==> config.mk <==
export PLATFORM = sky130hd
export DESIGN_NAME = positional_list_engine_core
export DESIGN_NICKNAME = d
export VERILOG_FILES = /design/src/hdl/ple_pkg.sv /design/src/hdl/ple_cell.sv /design/src/hdl/positional_list_engine_core.sv
export VERILOG_INCLUDE_DIRS = /design/src /design/src/hdl
export SDC_FILE = /design/constraint.sdc
export NUM_CORES = 2
export LEC_CHECK = 0
export BUFFER_PORTS_ARGS = -buffer_cell sky130_fd_sc_hd__clkbuf_2
export CORE_ASPECT_RATIO = 1.25
export CORE_MARGIN = 3
export CORE_UTILIZATION = 55
export CTS_CLUSTER_DIAMETER = 40
export DETAILED_ROUTE_END_ITERATION = 16
export PLACE_DENSITY = 0.67
export SLEW_MARGIN = 10
export SYNTH_ARGS = -nofsm -noshare
export SYNTH_HDL_FRONTEND = slang
export SYNTH_SLANG_ARGS = --single-unit
==> constraint.sdc <==
create_clock -name clk -period 8.4 [get_ports clk]
set_input_delay 1.68 -clock clk [delete_from_list [all_inputs] [get_ports clk]]
set_output_delay 1.68 -clock clk [all_outputs]
set_load 0.1 [all_outputs]
==> src/hdl/positional_list_engine_core_assert.svh <==
// Assertion macros used by the file that checks this block.
`ifndef POSITIONAL_LIST_ENGINE_CORE_ASSERT_SVH
`define POSITIONAL_LIST_ENGINE_CORE_ASSERT_SVH

// The consequent must hold in the same cycle as the antecedent.
`define PLE_ASSERT_NOW(label, ante, cons) \
  label: assert property (@(posedge clk) disable iff (!rst_n) (ante) |-> (cons)) \
    else $error("positional list engine check failed");

// The consequent must hold in the cycle after the antecedent.
`define PLE_ASSERT_NEXT(label, ante, cons) \
  label: assert property (@(posedge clk) disable iff (!rst_n) (ante) |=> (cons)) \
    else $error("positional list engine check failed");

`endif

==> src/hdl/ple_pkg.sv <==
package ple_pkg;

  localparam int DEPTH = 16;
  localparam int WIDTH = 32;
  localparam int IDX_W = $clog2(DEPTH);
  localparam int CNT_W = $clog2(DEPTH + 1);
  localparam int POS_W = 5;
  localparam int OP_W = 3;
  localparam int ST_W = 2;
  localparam int CMP_W = ((POS_W > CNT_W) ? POS_W : CNT_W) + 1;

  localparam logic [OP_W-1:0] OP_ADD_FRONT = 3'd0;
  localparam logic [OP_W-1:0] OP_ADD_REAR  = 3'd1;
  localparam logic [OP_W-1:0] OP_REM_FRONT = 3'd2;
  localparam logic [OP_W-1:0] OP_REM_REAR  = 3'd3;
  localparam logic [OP_W-1:0] OP_INS_AT    = 3'd4;
  localparam logic [OP_W-1:0] OP_REM_AT    = 3'd5;
  localparam logic [OP_W-1:0] OP_DUMP      = 3'd6;

  localparam logic [ST_W-1:0] ST_OK    = 2'd0;
  localparam logic [ST_W-1:0] ST_UNDER = 2'd1;
  localparam logic [ST_W-1:0] ST_RANGE = 2'd2;
  localparam logic [ST_W-1:0] ST_OVER  = 2'd3;

  typedef struct packed {
    logic [OP_W-1:0]  operation;
    logic [POS_W-1:0] position;
    logic [31:0]      value;
  } in_beat_t;

  typedef struct packed {
    logic [31:0]      element;
    logic [ST_W-1:0]  status;
    logic [CNT_W-1:0] entries_now;
    logic             is_empty;
    logic             last;
  } out_beat_t;

  typedef struct packed {
    logic             ins;
    logic             rem;
    logic             wrap;
    logic [IDX_W-1:0] idx;
    logic [IDX_W-1:0] tail;
  } cell_ctrl_t;

endpackage

==> src/hdl/ple_cell.sv <==
module ple_cell (
  input  logic                    clk,
  input  logic [ple_pkg::IDX_W-1:0] cell_idx,
  input  ple_pkg::cell_ctrl_t     ctrl,
  input  logic [ple_pkg::WIDTH-1:0] fill,
  input  logic [ple_pkg::WIDTH-1:0] left_q,
  input  logic [ple_pkg::WIDTH-1:0] right_q,
  output logic [ple_pkg::WIDTH-1:0] data_q
);

  logic [ple_pkg::WIDTH-1:0] data_r;
  logic [ple_pkg::WIDTH-1:0] data_nxt;

  always_comb begin
    data_nxt = data_r;
    if (ctrl.wrap && (cell_idx == ctrl.tail)) begin
      data_nxt = fill;
    end else if (ctrl.ins && (cell_idx == ctrl.idx)) begin
      data_nxt = fill;
    end else if (ctrl.ins && (cell_idx > ctrl.idx)) begin
      data_nxt = left_q;
    end else if (ctrl.rem && (cell_idx >= ctrl.idx)) begin
      data_nxt = right_q;
    end
  end

  always_ff @(posedge clk) begin
    data_r <= data_nxt;
  end

  assign data_q = data_r;

endmodule

==> src/hdl/positional_list_engine_core.sv <==
// Channel   Handshake          Payload
// request   start / busy       in_data  (ple_pkg::in_beat_t)
// result    out_valid strobe   out_data (ple_pkg::out_beat_t)
//
// An edit request shifts every cell in parallel; its result beat appears in
// the cycle after acceptance; busy stays low, so requests may come every cycle.
// During a dump of the n held elements, busy is high while the cells
// rotate the list past cell 0, one result beat per cycle.
// Reset clears the element count and the control state; the cells hold
// whatever was last written. The receiver cannot stall the result beats.
module positional_list_engine_core (
  input  logic               clk,
  input  logic               rst_n,
  input  logic               start,
  output logic               busy,
  input  ple_pkg::in_beat_t  in_data,
  output logic               out_valid,
  output ple_pkg::out_beat_t out_data
);

  localparam int IDX_W = ple_pkg::IDX_W;
  localparam int CNT_W = ple_pkg::CNT_W;
  localparam int CMP_W = ple_pkg::CMP_W;
  localparam int WIDTH = ple_pkg::WIDTH;
  localparam int DEPTH = ple_pkg::DEPTH;

  typedef enum logic {S_IDLE, S_DUMP} state_t;

  state_t             state_r, state_nxt;
  logic [CNT_W-1:0]   held_r, held_nxt;
  logic [IDX_W-1:0]   cnt_r, cnt_nxt;
  logic               out_valid_r, out_valid_nxt;
  ple_pkg::out_beat_t out_data_r, out_data_nxt;

  ple_pkg::cell_ctrl_t ctrl;
  logic [WIDTH-1:0]    fill;
  logic [WIDTH-1:0]    slot_q [DEPTH];

  logic [CMP_W-1:0] pos_w;
  logic [CMP_W-1:0] held_w;
  logic [IDX_W-1:0] pos_idx;
  logic [IDX_W-1:0] held_idx;
  logic [IDX_W-1:0] tail_idx;
  logic             full;
  logic             empty;
  logic             single;
  logic [31:0]      res_elem;
  logic [1:0]       res_st;
  logic             dump_last;

  assign pos_w    = CMP_W'(in_data.position);
  assign held_w   = CMP_W'(held_r);
  assign pos_idx  = IDX_W'(in_data.position - 1'b1);
  assign held_idx = held_r[IDX_W-1:0];
  assign tail_idx = IDX_W'(held_r - 1'b1);
  assign full     = (held_r == CNT_W'(DEPTH));
  assign empty    = (held_r == '0);
  assign dump_last = ((CNT_W'(cnt_r) + 1'b1) == held_r);

  genvar gi;
  generate
    for (gi = 0; gi < DEPTH; gi++) begin : g_cell
      logic [WIDTH-1:0] left_d;
      logic [WIDTH-1:0] right_d;
      if (gi == 0) begin : g_first
        assign left_d = '0;
      end else begin : g_mid_l
        assign left_d = slot_q[gi-1];
      end
      if (gi == DEPTH - 1) begin : g_lastc
        assign right_d = '0;
      end else begin : g_mid_r
        assign right_d = slot_q[gi+1];
      end
      ple_cell u_cell (
        .clk      (clk),
        .cell_idx (IDX_W'(gi)),
        .ctrl     (ctrl),
        .fill     (fill),
        .left_q   (left_d),
        .right_q  (right_d),
        .data_q   (slot_q[gi])
      );
    end
  endgenerate

  always_comb begin
    state_nxt     = state_r;
    held_nxt      = held_r;
    cnt_nxt       = cnt_r;
    out_valid_nxt = 1'b0;
    out_data_nxt  = out_data_r;
    ctrl          = '0;
    fill          = WIDTH'(in_data.value);
    single        = 1'b0;
    res_elem      = '0;
    res_st        = ple_pkg::ST_OK;
    case (state_r)
      S_IDLE: begin
        if (start) begin
          single = 1'b1;
          case (in_data.operation)
            ple_pkg::OP_ADD_FRONT, ple_pkg::OP_ADD_REAR: begin
              if (full) begin
                res_st = ple_pkg::ST_OVER;
              end else begin
                ctrl.ins = 1'b1;
                ctrl.idx = (in_data.operation == ple_pkg::OP_ADD_FRONT) ? '0 : held_idx;
                held_nxt = held_r + 1'b1;
              end
            end
            ple_pkg::OP_REM_FRONT, ple_pkg::OP_REM_REAR: begin
              if (empty) begin
                res_st = ple_pkg::ST_UNDER;
              end else begin
                ctrl.rem = 1'b1;
                ctrl.idx = (in_data.operation == ple_pkg::OP_REM_FRONT) ? '0 : tail_idx;
                res_elem = 32'(slot_q[ctrl.idx]);
                held_nxt = held_r - 1'b1;
              end
            end
            ple_pkg::OP_INS_AT: begin
              if ((pos_w == '0) || (pos_w > held_w + 1'b1)) begin
                res_st = ple_pkg::ST_RANGE;
              end else if (full) begin
                res_st = ple_pkg::ST_OVER;
              end else begin
                ctrl.ins = 1'b1;
                ctrl.idx = pos_idx;
                held_nxt = held_r + 1'b1;
              end
            end
            ple_pkg::OP_REM_AT: begin
              if ((pos_w == '0) || (pos_w > held_w)) begin
                res_st = ple_pkg::ST_RANGE;
              end else begin
                ctrl.rem = 1'b1;
                ctrl.idx = pos_idx;
                res_elem = 32'(slot_q[ctrl.idx]);
                held_nxt = held_r - 1'b1;
              end
            end
            ple_pkg::OP_DUMP: begin
              if (!empty) begin
                single    = 1'b0;
                cnt_nxt   = '0;
                state_nxt = S_DUMP;
              end
            end
            default: begin
              res_st = ple_pkg::ST_RANGE;
            end
          endcase
          if (single) begin
            out_valid_nxt            = 1'b1;
            out_data_nxt.element     = res_elem;
            out_data_nxt.status      = res_st;
            out_data_nxt.entries_now = held_nxt;
            out_data_nxt.is_empty    = (held_nxt == '0);
            out_data_nxt.last        = 1'b1;
          end
        end
      end
      S_DUMP: begin
        ctrl.rem  = 1'b1;
        ctrl.wrap = 1'b1;
        ctrl.idx  = '0;
        ctrl.tail = tail_idx;
        fill      = slot_q[0];
        out_valid_nxt            = 1'b1;
        out_data_nxt.element     = 32'(slot_q[0]);
        out_data_nxt.status      = ple_pkg::ST_OK;
        out_data_nxt.entries_now = held_r;
        out_data_nxt.is_empty    = 1'b0;
        out_data_nxt.last        = dump_last;
        cnt_nxt = cnt_r + 1'b1;
        if (dump_last) begin
          state_nxt = S_IDLE;
        end
      end
      default: begin
        state_nxt = S_IDLE;
      end
    endcase
  end

  always_ff @(posedge clk) begin
    if (!rst_n) begin
      state_r     <= S_IDLE;
      held_r      <= '0;
      cnt_r       <= '0;
      out_valid_r <= 1'b0;
    end else begin
      state_r     <= state_nxt;
      held_r      <= held_nxt;
      cnt_r       <= cnt_nxt;
      out_valid_r <= out_valid_nxt;
    end
    out_data_r <= out_data_nxt;
  end

  assign busy      = (state_r == S_DUMP);
  assign out_valid = out_valid_r;
  assign out_data  = out_data_r;

`include "positional_list_engine_core_assert.svh"

  `PLE_ASSERT_NOW(a_held_bound, 1'b1, held_r <= CNT_W'(DEPTH))
  `PLE_ASSERT_NEXT(a_dump_beats, state_r == S_DUMP, out_valid)
  `PLE_ASSERT_NEXT(a_edit_result, start && !busy && (in_data.operation != ple_pkg::OP_DUMP), out_valid && out_data.last)
  `PLE_ASSERT_NOW(a_last_frees, out_valid && out_data.last, !busy)

endmodule

==> flow_metrics.env <==
export IMPL_outcome="finished, final reports clean"
export IMPL_die_y_um=303
export IMPL_final_layout_size_suffix_gt1_share_pct=17.2
export IMPL_globalRoute_totalOverflow=0
export IMPL_syn_inst=3532
export IMPL_synthToLayoutAreaGrowth_pct=11.6
export IMPL_worstSetupPathType="flip-flop to flip-flop"
export IMPL_async_reset_ff_share_pct=0
export IMPL_maxSlewViolCount=0
export IMPL_gp_congestion=0.907
export IMPL_top_layer="met4"
export IMPL_dr_pass1_iters=9
export IMPL_hp_class="flip-flop to flip-flop"
export IMPL_period_share_pct=77.7
export IMPL_rrSetupSlack_ns=1.87
export IMPL_gr_usage_all_layers_pct=40.2
export IMPL_synth_cell_area_mm2=0.0389
export IMPL_reg2reg_from="held_r[0]"
export IMPL_cts_tree="built"
export IMPL_holdPathEnd="cnt_r[3]"
export IMPL_drt_iter0_markers=5340
export IMPL_final_area_mm2=0.0434
export IMPL_ant_nets=0
export IMPL_p_sw_mw=3.81
export IMPL_rsz0062_at_grt="no"
export IMPL_cap_violations=0
export IMPL_fmax_mhz=153
export IMPL_ys_seq_area_share_pct=43.3
export IMPL_final_cell_mix="mux2i_1, edfxtp_1, nand2_1"
export IMPL_final_common_cell="mux2i_1"
export IMPL_wire_per_inst_um=34.1
export IMPL_vias=34300
export IMPL_grt_pass1_wl_mm=220
export IMPL_p_sw_share_pct=35.3
export IMPL_slew_headroom_pct=12.8
export IMPL_hold_start="cnt_r[3]"
export IMPL_cts_hold_buffers=0
export IMPL_fin_setup_tns_ns=0
export IMPL_critPathLaunchType="flip-flop"
export IMPL_wl_met1_mm=51.2
export IMPL_end_kind="flip-flop"
export IMPL_skew_ns=0.0239
export IMPL_power_density_mw_per_mm2=249
export IMPL_fp_row_count=108
export IMPL_core_area_mm2=0.0697
export IMPL_ys_types=73
export IMPL_io_pins=86
export IMPL_cts_num_sinks=564
export IMPL_finalSetupViolCount=0
export IMPL_port_buffers=85
export IMPL_h_tree_depth=3
export IMPL_synth_edf_count=553
export IMPL_synth_warnings=0
export IMPL_initial_core_util_pct=55.8
export IMPL_yosys_register_bits=564
export IMPL_seq_power_share_pct=35.0
export IMPL_min_period_ns=6.53
export IMPL_r2r_end="g_cell[4].u_cell.data_q[9]"
export IMPL_place_hpwl_mm=84.3
export IMPL_drc=0
export IMPL_dieArea_mm2=0.0739
export IMPL_required_ns=8.75
export IMPL_tightest_slew_ns=1.31
export IMPL_clk_pin_slew_ns=0.05
export IMPL_p_clk_share_pct=37.7
export IMPL_n_fill_cell=5583
export IMPL_avgSynthCellArea_um2=11.0
export IMPL_viasPerCell=7.71
export IMPL_synthFlopType="edfxtp_1"
export IMPL_clockBufferDepth=3
export IMPL_wirelength_mm=152
export IMPL_wl_met3_mm=20.6
export IMPL_whs_path_depth=2
export IMPL_fin_nets=3488
export IMPL_ir_worst_vdd_uv=194
export IMPL_antenna_found_initial=2
export IMPL_reg2regPathDepth=14
export IMPL_synth_nets=3590
export IMPL_worstPathArrival_ns=6.87
export IMPL_grt_pass1_vias=33900
export IMPL_p_comb_share_pct=27.3
export IMPL_fp_dieW_um=244
export IMPL_critical_path_max_fanout=61
export IMPL_cts_resized=0
export IMPL_post_cts_setup_buffer_count=0
export IMPL_numCtsBuffers=95
export IMPL_wl_met2_mm=67.4
export IMPL_placed_area_mm2=0.0401
export IMPL_clk_latency_ns=0.68
export IMPL_cell_internal_pwr_mw=6.98
export IMPL_clock_root_buffer="clkbuf_16"
export IMPL_finalHoldViolCount=0
export IMPL_grt_max_degree=193
export IMPL_p_leak_nw=15.7
==> worst max-delay path: stages (launching register included) <==
cell      delay, ns
dfxtp_1        0.66
inv_2          0.27
ha_4           0.80
inv_2          0.10
ha_1           0.31
nor2b_1        0.13
o21bai_1       0.20
a31oi_1        0.16
o32a_4         0.44
nor3_4         0.70
buf_4          0.51
nand3_1        0.33
nor2_1         0.22
a311o_2        0.87
buf_4          0.45
==> synth_stat cells, types with 100 or more instances <==
master    count  area [um2]
a211oi_1    163        1220
a21oi_1     115         576
a22oi_1     100         751
a31oi_1     163        1020
clkbuf_1    269        1010
edfxtp_1    553       16600
mux2i_1     610        6110
mux4_2      160        3600
nand2_1     317        1190
nand3_1     116         581
nor2b_1     101         632
o21ai_0     184         921
o22ai_1     101         632
==> area by class of cell <==
| type | count | area, um2 | area share (%) |
|---|---|---|---|
| Tap cell | 935 | 1170 | 2.70 |
| Clock buffer | 106 | 2460 | 5.67 |
| Clock inverter | 70 | 803 | 1.85 |
| Sequential cell | 564 | 16800 | 38.8 |
| Timing Repair Buffer | 177 | 1170 | 2.71 |
| Antenna cell | 1 | 2.50 | 0.00577 |
| Multi-Input combinational cell | 2548 | 20800 | 47.9 |
| Inverter | 44 | 165 | 0.381 |
==> logic make-up after synthesis <==
family | Yosys count | synth area share, %
muxes | 804 | 26.0
and+or+nand+nor | 722 | 8.71
DFF | 564 | 43.3
adders and majority gates | 15 | 0.483
xor gates and xnor gates | 17 | 0.383
AOI/OAI and AO/OA | 990 | 16.8
buffers and inverters | 420 | 4.40
==> per-stage QoR <==
stage	setup slack, ns	total power [mW]	instances	utilization (%)	hold WS (ns)
after floorplan	1.10	5.73	3532	-	0.515
after global placement	1.57	6.58	4268	57.6	0.532
after detailed placement	1.58	6.65	4268	57.6	0.551
after CTS	2.05	10.7	4444	62.2	0.563
after global routing	1.73	11.1	4444	62.2	0.598
final	1.87	10.8	4445	62.3	0.569
==> power groups by stage <==
stage	combinational, mW	clock, mW	sequential [mW]
final	2.95	4.06	3.78
after global routing	3.07	4.20	3.81
after CTS	2.84	4.07	3.77
after detailed placement	2.83	0	3.82
after global placement	2.77	0	3.80
after floorplan	1.80	0	3.93
==> how the worst max path moves through the flow <==
stage / startpoint / endpoint / slack, ns
5_1_grt: held_r[0] / g_cell[1].u_cell.data_q[10] / 1.73
6_report: held_r[0] / g_cell[4].u_cell.data_q[9] / 1.87
3_3_place_gp: in_data[32] / g_cell[1].u_cell.data_q[10] / 1.57
3_5_place_dp: in_data[32] / g_cell[1].u_cell.data_q[7] / 1.58
2_1_floorplan: in_data[32] / g_cell[0].u_cell.data_q[0] / 1.10
4_1_cts: held_r[0] / g_cell[1].u_cell.data_q[10] / 2.05
==> flip-flops by register name, indices dropped and copies added, names as in the netlist <==
register	cells
g_cell.u_cell.data_q	512
cnt_r	4
held_r	5
out_data	41
busy	1
out_valid	1
==> routing by layer <==
metal	global-route usage [%]	up-vias
li1	-	13700
met2	62.5	3101
met5	0	-
met3	10.3	868
met4	27.2	0
met1	49.6	16600
No activity file was read; power rests on OpenSTA's default activity.
